===== src/hdl/dstd_pkg.sv =====
`default_nettype none
package dstd_pkg;

  // double constants
  localparam logic [63:0] DBL_ONE     = 64'h3FF0_0000_0000_0000;
  localparam logic [63:0] DBL_NEG_ONE = 64'hBFF0_0000_0000_0000;
  localparam logic [63:0] DBL_INF     = 64'h7FF0_0000_0000_0000;
  localparam logic [63:0] DBL_QNAN    = 64'h7FF8_0000_0000_0000;

  localparam int BIG_W     = 800;  // holds 5^323 and the long-division remainder
  localparam int FRAC_MAX  = 15;
  localparam int DIV_STEPS = 56;   // quotient bits: 53 + guard + sticky room
  localparam int PROD_W    = 77;   // 24 x 53 significand product

  // character codes
  localparam logic [7:0] CH_TAB   = 8'd9;
  localparam logic [7:0] CH_CR    = 8'd13;
  localparam logic [7:0] CH_SPACE = 8'd32;
  localparam logic [7:0] CH_PLUS  = 8'd43;
  localparam logic [7:0] CH_MINUS = 8'd45;
  localparam logic [7:0] CH_DOT   = 8'd46;
  localparam logic [7:0] CH_ZERO  = 8'd48;
  localparam logic [7:0] CH_NINE  = 8'd57;
  localparam logic [7:0] CH_UC_E  = 8'd69;
  localparam logic [7:0] CH_LC_E  = 8'd101;

  typedef struct packed {
    logic mant_acc;
    logic frac_inc;
    logic set_mneg;
    logic set_eneg;
    logic exp_load;
    logic exp_acc;
    logic start;
    logic use_exp;
    logic nv_step;
    logic div_init;
    logic div_step;
    logic rnd53;
    logic rnd24;
    logic mul_lo;
    logic mul_hi;
    logic np_step;
    logic prep_shift;
    logic shr_step;
    logic load_out;
    logic too_long;
    logic clear;
  } cmd_t;

  typedef struct packed {
    logic dig;
    logic spc;
    logic plus;
    logic minus;
    logic dot;
    logic elet;
    logic frac_full;
    logic mant_zero;
    logic v_norm;
    logic p_norm;
    logic shr_done;
    logic t_special;
  } stat_t;

  typedef logic [63:0] den_tbl_t [16];
  typedef logic [5:0]  lead_tbl_t [16];

  // bits needed for a value below 10^len
  function automatic int dec_bits(int len);
    longint unsigned p;
    p = 1;
    for (int i = 0; i < len; i++) p = p * 10;
    return $clog2(p);
  endfunction

  // round a 64-bit significand window to double, nearest-even
  function automatic logic [63:0] round_dbl(logic [63:0] t, logic sticky, int e);
    logic [63:0] m;
    logic [63:0] rem;
    logic [63:0] half;
    logic        up;
    int          s;
    logic [10:0] ef;
    if (e >= -1022) begin
      m    = t >> 11;
      rem  = {53'd0, t[10:0]};
      half = 64'h400;
      up   = (rem > half) || ((rem == half) && (sticky || m[0]));
      if (up) m = m + 64'd1;
      if (m == 64'h0020_0000_0000_0000) begin
        m = m >> 1;
        e = e + 1;
      end
      if (e > 1023) return DBL_INF;
      ef = 11'(e + 1023);
      return {1'b0, ef, m[51:0]};
    end
    s = 11 + (-1022 - e);
    if (s > 64) return 64'd0;
    if (s == 64) begin
      m    = 64'd0;
      rem  = t;
      half = 64'h8000_0000_0000_0000;
    end else begin
      m    = t >> s;
      rem  = t & ((64'd1 << s) - 64'd1);
      half = 64'd1 << (s - 1);
    end
    up = (rem > half) || ((rem == half) && (sticky || m[0]));
    return up ? m + 64'd1 : m;
  endfunction

  // 10^n rounded to double; elaboration only
  function automatic logic [63:0] pow10_bits(int n);
    logic [BIG_W-1:0] x;
    logic [BIG_W-1:0] r;
    logic [63:0]      t;
    logic             sticky;
    logic             bit_v;
    int               m;
    int               b;
    int               got;
    int               first;
    int               step;
    t      = 64'd0;
    sticky = 1'b0;
    x      = BIG_W'(1);
    r      = BIG_W'(1);
    b      = 0;
    got    = 0;
    first  = 0;
    if (n >= 309) return DBL_INF;
    if (n <= -324) return 64'd0;
    m = (n < 0) ? -n : n;
    for (int i = 0; i < m; i++) x = (x << 2) + x;
    for (int i = 0; i < BIG_W; i++) if (x[i]) b = i + 1;
    if (n >= 0) begin
      if (b >= 64) begin
        t = 64'(x >> (b - 64));
        for (int i = 0; i < b - 64; i++) if (x[i]) sticky = 1'b1;
      end else begin
        t = 64'(x) << (64 - b);
      end
      return round_dbl(t, sticky, b - 1 + m);
    end
    step = 1;
    while ((step <= b + 66) && (got < 64)) begin
      r     = r << 1;
      bit_v = 1'b0;
      if (r >= x) begin
        r     = r - x;
        bit_v = 1'b1;
      end
      if ((got == 0) && bit_v) first = step;
      if ((got > 0) || bit_v) begin
        t   = {t[62:0], bit_v};
        got = got + 1;
      end
      step = step + 1;
    end
    sticky = (r != '0);
    return round_dbl(t, sticky, -first - m);
  endfunction

  // 10^k shifted so its top bit sits at bit 63
  function automatic den_tbl_t build_den_norm();
    den_tbl_t    tb;
    logic [63:0] p;
    p = 64'd1;
    for (int i = 0; i < 16; i++) begin
      tb[i] = p;
      while (!tb[i][63]) tb[i] = tb[i] << 1;
      p = p * 64'd10;
    end
    return tb;
  endfunction

  // bit position of the top bit of 10^k
  function automatic lead_tbl_t build_den_lead();
    lead_tbl_t   tb;
    logic [63:0] p;
    p = 64'd1;
    for (int i = 0; i < 16; i++) begin
      tb[i] = 6'd0;
      for (int j = 0; j < 64; j++) if (p[j]) tb[i] = 6'(j);
      p = p * 64'd10;
    end
    return tb;
  endfunction

endpackage
`default_nettype wire


===== src/hdl/dstd_ctrl.sv =====
`default_nettype none
module dstd_ctrl import dstd_pkg::*; #(
  parameter int MAX_LENGTH = 10
) (
  input  wire logic  clk,
  input  wire logic  rst,
  input  wire logic  in_valid,
  input  wire logic  last_char,
  output      logic  in_ready,
  output      logic  out_valid,
  input  wire logic  out_ready,
  input  wire stat_t stat,
  output      cmd_t  cmd
);

  localparam int CW = $clog2(MAX_LENGTH + 2);

  localparam logic [3:0] S_PARSE = 4'd0;
  localparam logic [3:0] S_LOAD  = 4'd1;
  localparam logic [3:0] S_NV    = 4'd2;
  localparam logic [3:0] S_DIV   = 4'd3;
  localparam logic [3:0] S_R53   = 4'd4;
  localparam logic [3:0] S_R24   = 4'd5;
  localparam logic [3:0] S_ML    = 4'd6;
  localparam logic [3:0] S_MH    = 4'd7;
  localparam logic [3:0] S_NP    = 4'd8;
  localparam logic [3:0] S_PS    = 4'd9;
  localparam logic [3:0] S_SHR   = 4'd10;
  localparam logic [3:0] S_OUT   = 4'd11;

  localparam logic [2:0] PH_LEAD  = 3'd0;
  localparam logic [2:0] PH_INT   = 3'd1;
  localparam logic [2:0] PH_FRAC  = 3'd2;
  localparam logic [2:0] PH_SKIP  = 3'd3;
  localparam logic [2:0] PH_ELEAD = 3'd4;
  localparam logic [2:0] PH_EDIG  = 3'd5;
  localparam logic [2:0] PH_EDONE = 3'd6;

  logic [3:0]    state, state_next;
  logic [2:0]    phase, phase_next;
  logic [CW-1:0] cnt, cnt_next;
  logic          long_q, long_next;
  logic [5:0]    step, step_next;
  logic          ov_next;

  always_comb begin
    cmd        = '0;
    state_next = state;
    phase_next = phase;
    cnt_next   = cnt;
    long_next  = long_q;
    step_next  = step;
    ov_next    = out_valid && !out_ready;
    in_ready   = (state == S_PARSE);
    unique case (state)
      S_PARSE: begin
        if (in_valid) begin
          if (cnt <= CW'(MAX_LENGTH)) cnt_next = cnt + CW'(1);
          if (cnt < CW'(MAX_LENGTH)) begin
            if ((phase <= PH_SKIP) && stat.elet) begin
              phase_next = PH_ELEAD;
            end else begin
              unique case (phase) inside
                PH_LEAD: begin
                  if (stat.spc) begin
                    phase_next = PH_LEAD;
                  end else if (stat.plus) begin
                    phase_next = PH_INT;
                  end else if (stat.minus) begin
                    cmd.set_mneg = 1'b1;
                    phase_next   = PH_INT;
                  end else if (stat.dig) begin
                    cmd.mant_acc = 1'b1;
                    phase_next   = PH_INT;
                  end else if (stat.dot) begin
                    phase_next = PH_FRAC;
                  end else begin
                    phase_next = PH_SKIP;
                  end
                end
                PH_INT: begin
                  if (stat.dig) cmd.mant_acc = 1'b1;
                  else if (stat.dot) phase_next = PH_FRAC;
                  else phase_next = PH_SKIP;
                end
                PH_FRAC: begin
                  if (stat.dig && !stat.frac_full) begin
                    cmd.mant_acc = 1'b1;
                    cmd.frac_inc = 1'b1;
                  end else begin
                    phase_next = PH_SKIP;
                  end
                end
                PH_ELEAD: begin
                  if (stat.spc) begin
                    phase_next = PH_ELEAD;
                  end else if (stat.plus) begin
                    phase_next = PH_EDIG;
                  end else if (stat.minus) begin
                    cmd.set_eneg = 1'b1;
                    phase_next   = PH_EDIG;
                  end else if (stat.dig) begin
                    cmd.exp_load = 1'b1;
                    phase_next   = PH_EDIG;
                  end else begin
                    phase_next = PH_EDONE;
                  end
                end
                PH_EDIG: begin
                  if (stat.dig) cmd.exp_acc = 1'b1;
                  else phase_next = PH_EDONE;
                end
                PH_SKIP, PH_EDONE: phase_next = phase;
                default: phase_next = phase;
              endcase
            end
          end
          if (last_char) begin
            long_next  = (cnt_next > CW'(MAX_LENGTH));
            state_next = long_next ? S_OUT : S_LOAD;
          end
        end
      end
      S_LOAD: begin
        cmd.start   = 1'b1;
        cmd.use_exp = (phase >= PH_ELEAD);
        state_next  = stat.mant_zero ? S_OUT : S_NV;
      end
      S_NV: begin
        if (stat.v_norm) begin
          cmd.div_init = 1'b1;
          step_next    = 6'd0;
          state_next   = S_DIV;
        end else begin
          cmd.nv_step = 1'b1;
        end
      end
      S_DIV: begin
        cmd.div_step = 1'b1;
        step_next    = step + 6'd1;
        if (step == 6'(DIV_STEPS - 1)) state_next = S_R53;
      end
      S_R53: begin
        cmd.rnd53  = 1'b1;
        state_next = S_R24;
      end
      S_R24: begin
        cmd.rnd24  = 1'b1;
        state_next = stat.t_special ? S_OUT : S_ML;
      end
      S_ML: begin
        cmd.mul_lo = 1'b1;
        state_next = S_MH;
      end
      S_MH: begin
        cmd.mul_hi = 1'b1;
        state_next = S_NP;
      end
      S_NP: begin
        if (stat.p_norm) state_next = S_PS;
        else cmd.np_step = 1'b1;
      end
      S_PS: begin
        cmd.prep_shift = 1'b1;
        state_next     = S_SHR;
      end
      S_SHR: begin
        if (stat.shr_done) state_next = S_OUT;
        else cmd.shr_step = 1'b1;
      end
      S_OUT: begin
        cmd.too_long = long_q;
        if (!out_valid || out_ready) begin
          cmd.load_out = 1'b1;
          cmd.clear    = 1'b1;
          ov_next      = 1'b1;
          phase_next   = PH_LEAD;
          cnt_next     = '0;
          long_next    = 1'b0;
          state_next   = S_PARSE;
        end
      end
      default: state_next = S_PARSE;
    endcase
  end

  always_ff @(posedge clk) begin
    if (rst) begin
      state     <= S_PARSE;
      phase     <= PH_LEAD;
      cnt       <= '0;
      long_q    <= 1'b0;
      step      <= 6'd0;
      out_valid <= 1'b0;
    end else begin
      state     <= state_next;
      phase     <= phase_next;
      cnt       <= cnt_next;
      long_q    <= long_next;
      step      <= step_next;
      out_valid <= ov_next;
    end
  end

  a_div_len: assert property (@(posedge clk) disable iff (rst)
    (state == S_DIV) && (step == 6'(DIV_STEPS - 1)) |=> (state == S_R53))
    else $error("divider did not stop after the last quotient bit");

  a_clear: assert property (@(posedge clk) disable iff (rst)
    cmd.load_out |=> (phase == PH_LEAD) && (cnt == '0) && (state == S_PARSE))
    else $error("parse state not cleared after result load");

  a_cnt_cap: assert property (@(posedge clk) disable iff (rst)
    cnt <= CW'(MAX_LENGTH + 1))
    else $error("character count past saturation");

  a_stall: assert property (@(posedge clk) disable iff (rst)
    (state == S_OUT) && out_valid && !out_ready |=> (state == S_OUT) && out_valid)
    else $error("pending result overwritten during stall");

endmodule
`default_nettype wire


===== config.mk =====
export PLATFORM = sky130hd
export DESIGN_NAME = dstd_ctrl
export DESIGN_NICKNAME = d
export VERILOG_FILES = /design/src/hdl/dstd_pkg.sv /design/src/hdl/dstd_ctrl.sv
export SDC_FILE = /design/constraint.sdc
export NUM_CORES = 1
export LEC_CHECK = 0
export ABC_AREA = 1
export ABC_CLOCK_PERIOD_IN_PS = 3500
export BUFFER_PORTS_ARGS = -buffer_cell sky130_fd_sc_hd__clkbuf_2
export CAP_MARGIN = 20
export CORE_ASPECT_RATIO = 1.1
export CORE_UTILIZATION = 46
export DETAILED_ROUTE_END_ITERATION = 6
export PLACE_DENSITY = 0.76
export SYNTH_ARGS = -nofsm -noshare
export SYNTH_HDL_FRONTEND = slang
export SYNTH_SLANG_ARGS = --single-unit
export TNS_END_PERCENT = 50

===== constraint.sdc =====
create_clock -name clk -period 3.5 [get_ports clk]
set_input_delay 0.175 -clock clk [delete_from_list [all_inputs] [get_ports clk]]
set_output_delay 0.175 -clock clk [all_outputs]
set_load 0.1 [all_outputs]

== Word-level counts from Yosys, hierarchy flattened ==
Cells that the tools add are included.

* Bits in registers: 19
* Bits of input ports: 17
* Output and inout port bits: 23

* $add $sub $neg: 2
* Magnitude comparators: 5
* Equal/unequal tests: 28
* Mux-type cells: 77
* Reduce and logical (&&, ||, !) cells: 16

{| class="wikitable"
|+ Operators with widths
! operator !! count
|-
| $mux 4 || 14
|-
| $pmux 4 s12 || 1
|-
| $mux 3 || 11
|-
| $mux 6 || 5
|-
| $mux 1 || 29
|-
| $mux 2 || 11
|-
| $eq 4x3->1 const B || 4
|-
| $eq 4x4->1 const B || 4
|-
| $pmux 3 s5 || 1
|-
| $ne 2x2->1 const B || 7
|-
| $ne 4x4->1 const B || 3
|-
| $pmux 6 s2 || 1
|-
| $eq 4x2->1 const B || 2
|-
| $pmux 4 s2 || 1
|-
| $reduce_and 8->1 || 1
|-
| $ne 7x1->1 const B || 1
|-
| $reduce_and 7->1 || 1
|-
| $add 6x1->6 const B || 1
|-
| $eq 3x3->1 const B || 2
|-
| $eq 6x6->1 const B || 1
|-
| $pmux 3 s2 || 1
|-
| $add 4x1->4 const B || 1
|-
| $eq 4x1->1 const B || 1
|-
| $gt 4x4->1 const B || 1
|-
| 18 further kinds || 23
|}

== Depth between registers and ports, before layout ==
* Depth after elaboration: 10
* Gate-level depth with buffers: 13
* Depth with buffers taken out: 13

== Worst setup path before layout ==
OpenSTA, ideal clock, no wires.

* Kind: reg2out
* Start point: register state[0]
* End point: output cmd[19] (netlist bit)
* Arrival: 3.774 ns
* Slack: -0.449 ns
* Stages on the path, launching flop included: 6
* Path buffers: 0
* Cells stage by stage: dfxtp_1 -> nor2_2 -> nand2_2 -> nor3_1 -> nand2_1 -> nor4_1

{| class="wikitable"
|+ RTL lines
! element !! RTL line !! source
|-
| start: declaration || dstd_ctrl.sv:39 || <nowiki>logic [3:0] state, state_next;</nowiki>
|-
| start signal: assignment || dstd_ctrl.sv:196 || <nowiki>state <= state_next;</nowiki>
|-
| end: declaration || dstd_ctrl.sv:13 || <nowiki>output cmd_t cmd</nowiki>
|}

==> reports/metrics.cfg <==
[outcome]
outcome=finished, final reports clean

[yosys]
yosysUniqueCellTypes=34
syn-mean-instance-area_um2=6.00
synth-async-reset-ratio_pct=0
netlist_instances=249
synth-warning-count=0
register_area_share_after_synthesis_pct=25.5
synth_fp_nets=269
mappedNetlistArea_um2=1490
synth_edf_count=0
synthFlopType=sky130_fd_sc_hd__dfxtp_1
yosys_register_bits=19

[timing]
grt_setup_unrepaired=no
slew_violations=0
final_period_minus_worst_setup_slack_ps=2210
final_hold_viol_count=0
fin_crit_share_pct=63.1
clock_skew_ps=6.55
max_clock_freq_ghz=0.453
tightestPinTransition_ps=543
slew_headroom_pct=64.0
finalSetupViolCount=0
fin_setup_tns_ps=0

[pwr]
switchingPower_w=0.000698
p_sw_share_pct=58.0
power_w=0.00120
internal_power_of_the_cells_w=0.000505
power_per_cell_area_nw_per_um2=686
leakage_nw=0.905
p_seq_share_pct=25.6
share_clk_of_total_power_pct=9.3
power.share.combinational_pct=65.1
max-vdd-ir-drop_mv=0.535

[floorplan]
die_height_um=61.8
dieArea_um2=3480
floorplan.io_pins=40
core-area_um2=3070
initial_utilization_pct=48.6
die-width_um=56.3
rows=21

[critical_path]
worstSetupStartpointType=register
critical_path.endpoint_type=primary output
critical_path.reg2reg.startpoint=cnt[0]
worstPathMaxFanout=4
worstPathRequired_ps=3320
setup.reg_to_reg.worst_slack_ps=1800
crit_start=state[0]
cp_data_arrival_time_ps=2030
timing_worst_setup_path_type=reg2out

[global_route]
grt_max_degree=16
track_usage_pct=20.8
antenna_found_initial=0
first_global_vias=1432
grt_overflow=0
grt_first_pass_wirelength_um=5820

[clock_network]
cts.repair_timing.setup_buffer_count=0
cts_tree=yes
clk_path_buf_depth=2
worst_skew_pair.late_latency_ps=300
post_cts_resize_count=0
number_of_buffers_added_to_fix_hold_violations_after_cts=0
cts_htree_levels=1
cts-root-buf=sky130_fd_sc_hd__clkbuf_4
cts_sinks=19
cts_made_buffers=3
clkTransAtPathRegs_ps=110

[final_layout]
final_net_count=311
most-common-layout-cells=sky130_fd_sc_hd__nand2_1, sky130_fd_sc_hd__clkbuf_2, sky130_fd_sc_hd__nor2_1, sky130_fd_sc_hd__inv_1, sky130_fd_sc_hd__dfxtp_1
final_design_area_no_fill_um2=1750
nFillCells=306
post_route_cells_drive_above_1_share_pct=23.1
seqCellArea_um2=380
multi_input_comb_area_um2=961
layout_commonest_cell=sky130_fd_sc_hd__nand2_1
areaGrowthSynthToFinish_pct=17.3
count_of_inserted_antenna_diode_cells=0

[worst_hold_path]
worstHoldPathType=in2reg
min-delay-start=out_ready

[run]
timing.max_cap.violations=0

[drt]
via_count=1654
drt-total-wl_um=3300
route.detailed.wl_per_inst_um=10.2
ant_nets=0
drt_pre_antenna_iters=4
via_per_instance_ratio=5.10
drt_drc_violations_left=0
drt_iter0_drc=53

[placement]
hpwlAfterDp_um=2710
instance_area_at_placement_um2=1730
place_congestion=0.913
port_buffers=39

==> synthesized netlist by cell type, types with 2 or more instances <==
cell                        instances  area [um2]
sky130_fd_sc_hd__nand4_1            2        12.5
sky130_fd_sc_hd__o211ai_1           2        15.0
sky130_fd_sc_hd__dfxtp_1           19         380
sky130_fd_sc_hd__o2111ai_1          2        17.5
sky130_fd_sc_hd__nor2_2             5        31.3
sky130_fd_sc_hd__ha_1               3        37.5
sky130_fd_sc_hd__a211oi_1           2        15.0
sky130_fd_sc_hd__nand2_1           67         251
sky130_fd_sc_hd__nand3_1           16        80.1
sky130_fd_sc_hd__o21ai_0            8        40.0
sky130_fd_sc_hd__inv_1             32         120
sky130_fd_sc_hd__nor2_1            37         139
sky130_fd_sc_hd__inv_2              6        22.5
sky130_fd_sc_hd__a21oi_1           17        85.1
sky130_fd_sc_hd__nand2_2            2        12.5
sky130_fd_sc_hd__nor4_1             3        18.8
sky130_fd_sc_hd__nor3_1             8        40.0
sky130_fd_sc_hd__nand2_4            2        22.5
==> stage by stage <==
stage	cells	worst slack, ps	hold slack [ps]	util, %
2_1_floorplan	249	197	244	-
3_3_place_gp	320	1680	454	56.2
3_5_place_dp	320	1620	460	56.2
4_1_cts	324	1270	214	57.0
5_1_grt	324	1130	223	57.0
6_report	324	1290	219	57.0
==> metal layers <==
layer | GRT usage (%) | up-vias | routed length [um]
met5 | 0 | - | 0
met4 | 9.06 | 0 | 46
met3 | 2.28 | 5 | 162
met2 | 37.6 | 50 | 1510
met1 | 25.8 | 718 | 1580
li1 | - | 881 | -
==> state kept, by name, summed over array words and instances, names as in the netlist <==
register / flops
step: 6
cnt: 4
state: 4
phase: 3
long_q: 1
out_valid: 1
==> cells by family (layout without fill, tap and decap cells) <==
logic type / count (synthesis) / after routing / synth area share, %
buffers and inverters: 41 / 82 / 10.6
AO/OA/AOI/OAI: 36 / 36 / 15.3
AND/OR/NAND/NOR: 150 / 150 / 46.1
flip-flops: 19 / 19 / 25.5
adder cells (fa/ha/maj): 3 / 3 / 2.51
==> path summary, 6_finish.rpt <==
check	endpoint	depth (start not counted)
worst min-delay path	out_valid	4
worst max register to register	state[3]	13
worst max-delay path	cmd[18]	6
worst min register to register	long_q	2
==> critical path, stage by stage, from the launching register on <==
cell and delay [ps]:
sky130_fd_sc_hd__dfxtp_1 380, sky130_fd_sc_hd__nor2_2 190, sky130_fd_sc_hd__nand2_2 110, sky130_fd_sc_hd__nor3_1 280, sky130_fd_sc_hd__nand2_1 150, sky130_fd_sc_hd__nor3_1 150, sky130_fd_sc_hd__clkbuf_2 480
==> final cells by class <==
cell class                 instances  area share, %
tap                               34           2.43
sequential                        19           21.7
multi-input combinational        189           54.8
inverter                          39           8.42
clock buffer                       4           1.50
timing repair buffer              39           11.1
==> power groups by stage <==
stage          logic (W)  clock network [W]  registers [W]
6_report        0.000783           0.000112       0.000308
5_1_grt         0.000873           0.000127       0.000317
4_1_cts         0.000788           0.000117       0.000308
3_5_place_dp    0.000784                  0       0.000312
3_3_place_gp    0.000779                  0       0.000312
2_1_floorplan   0.000659                  0       0.000303
(Power assumes the default switching activity.)
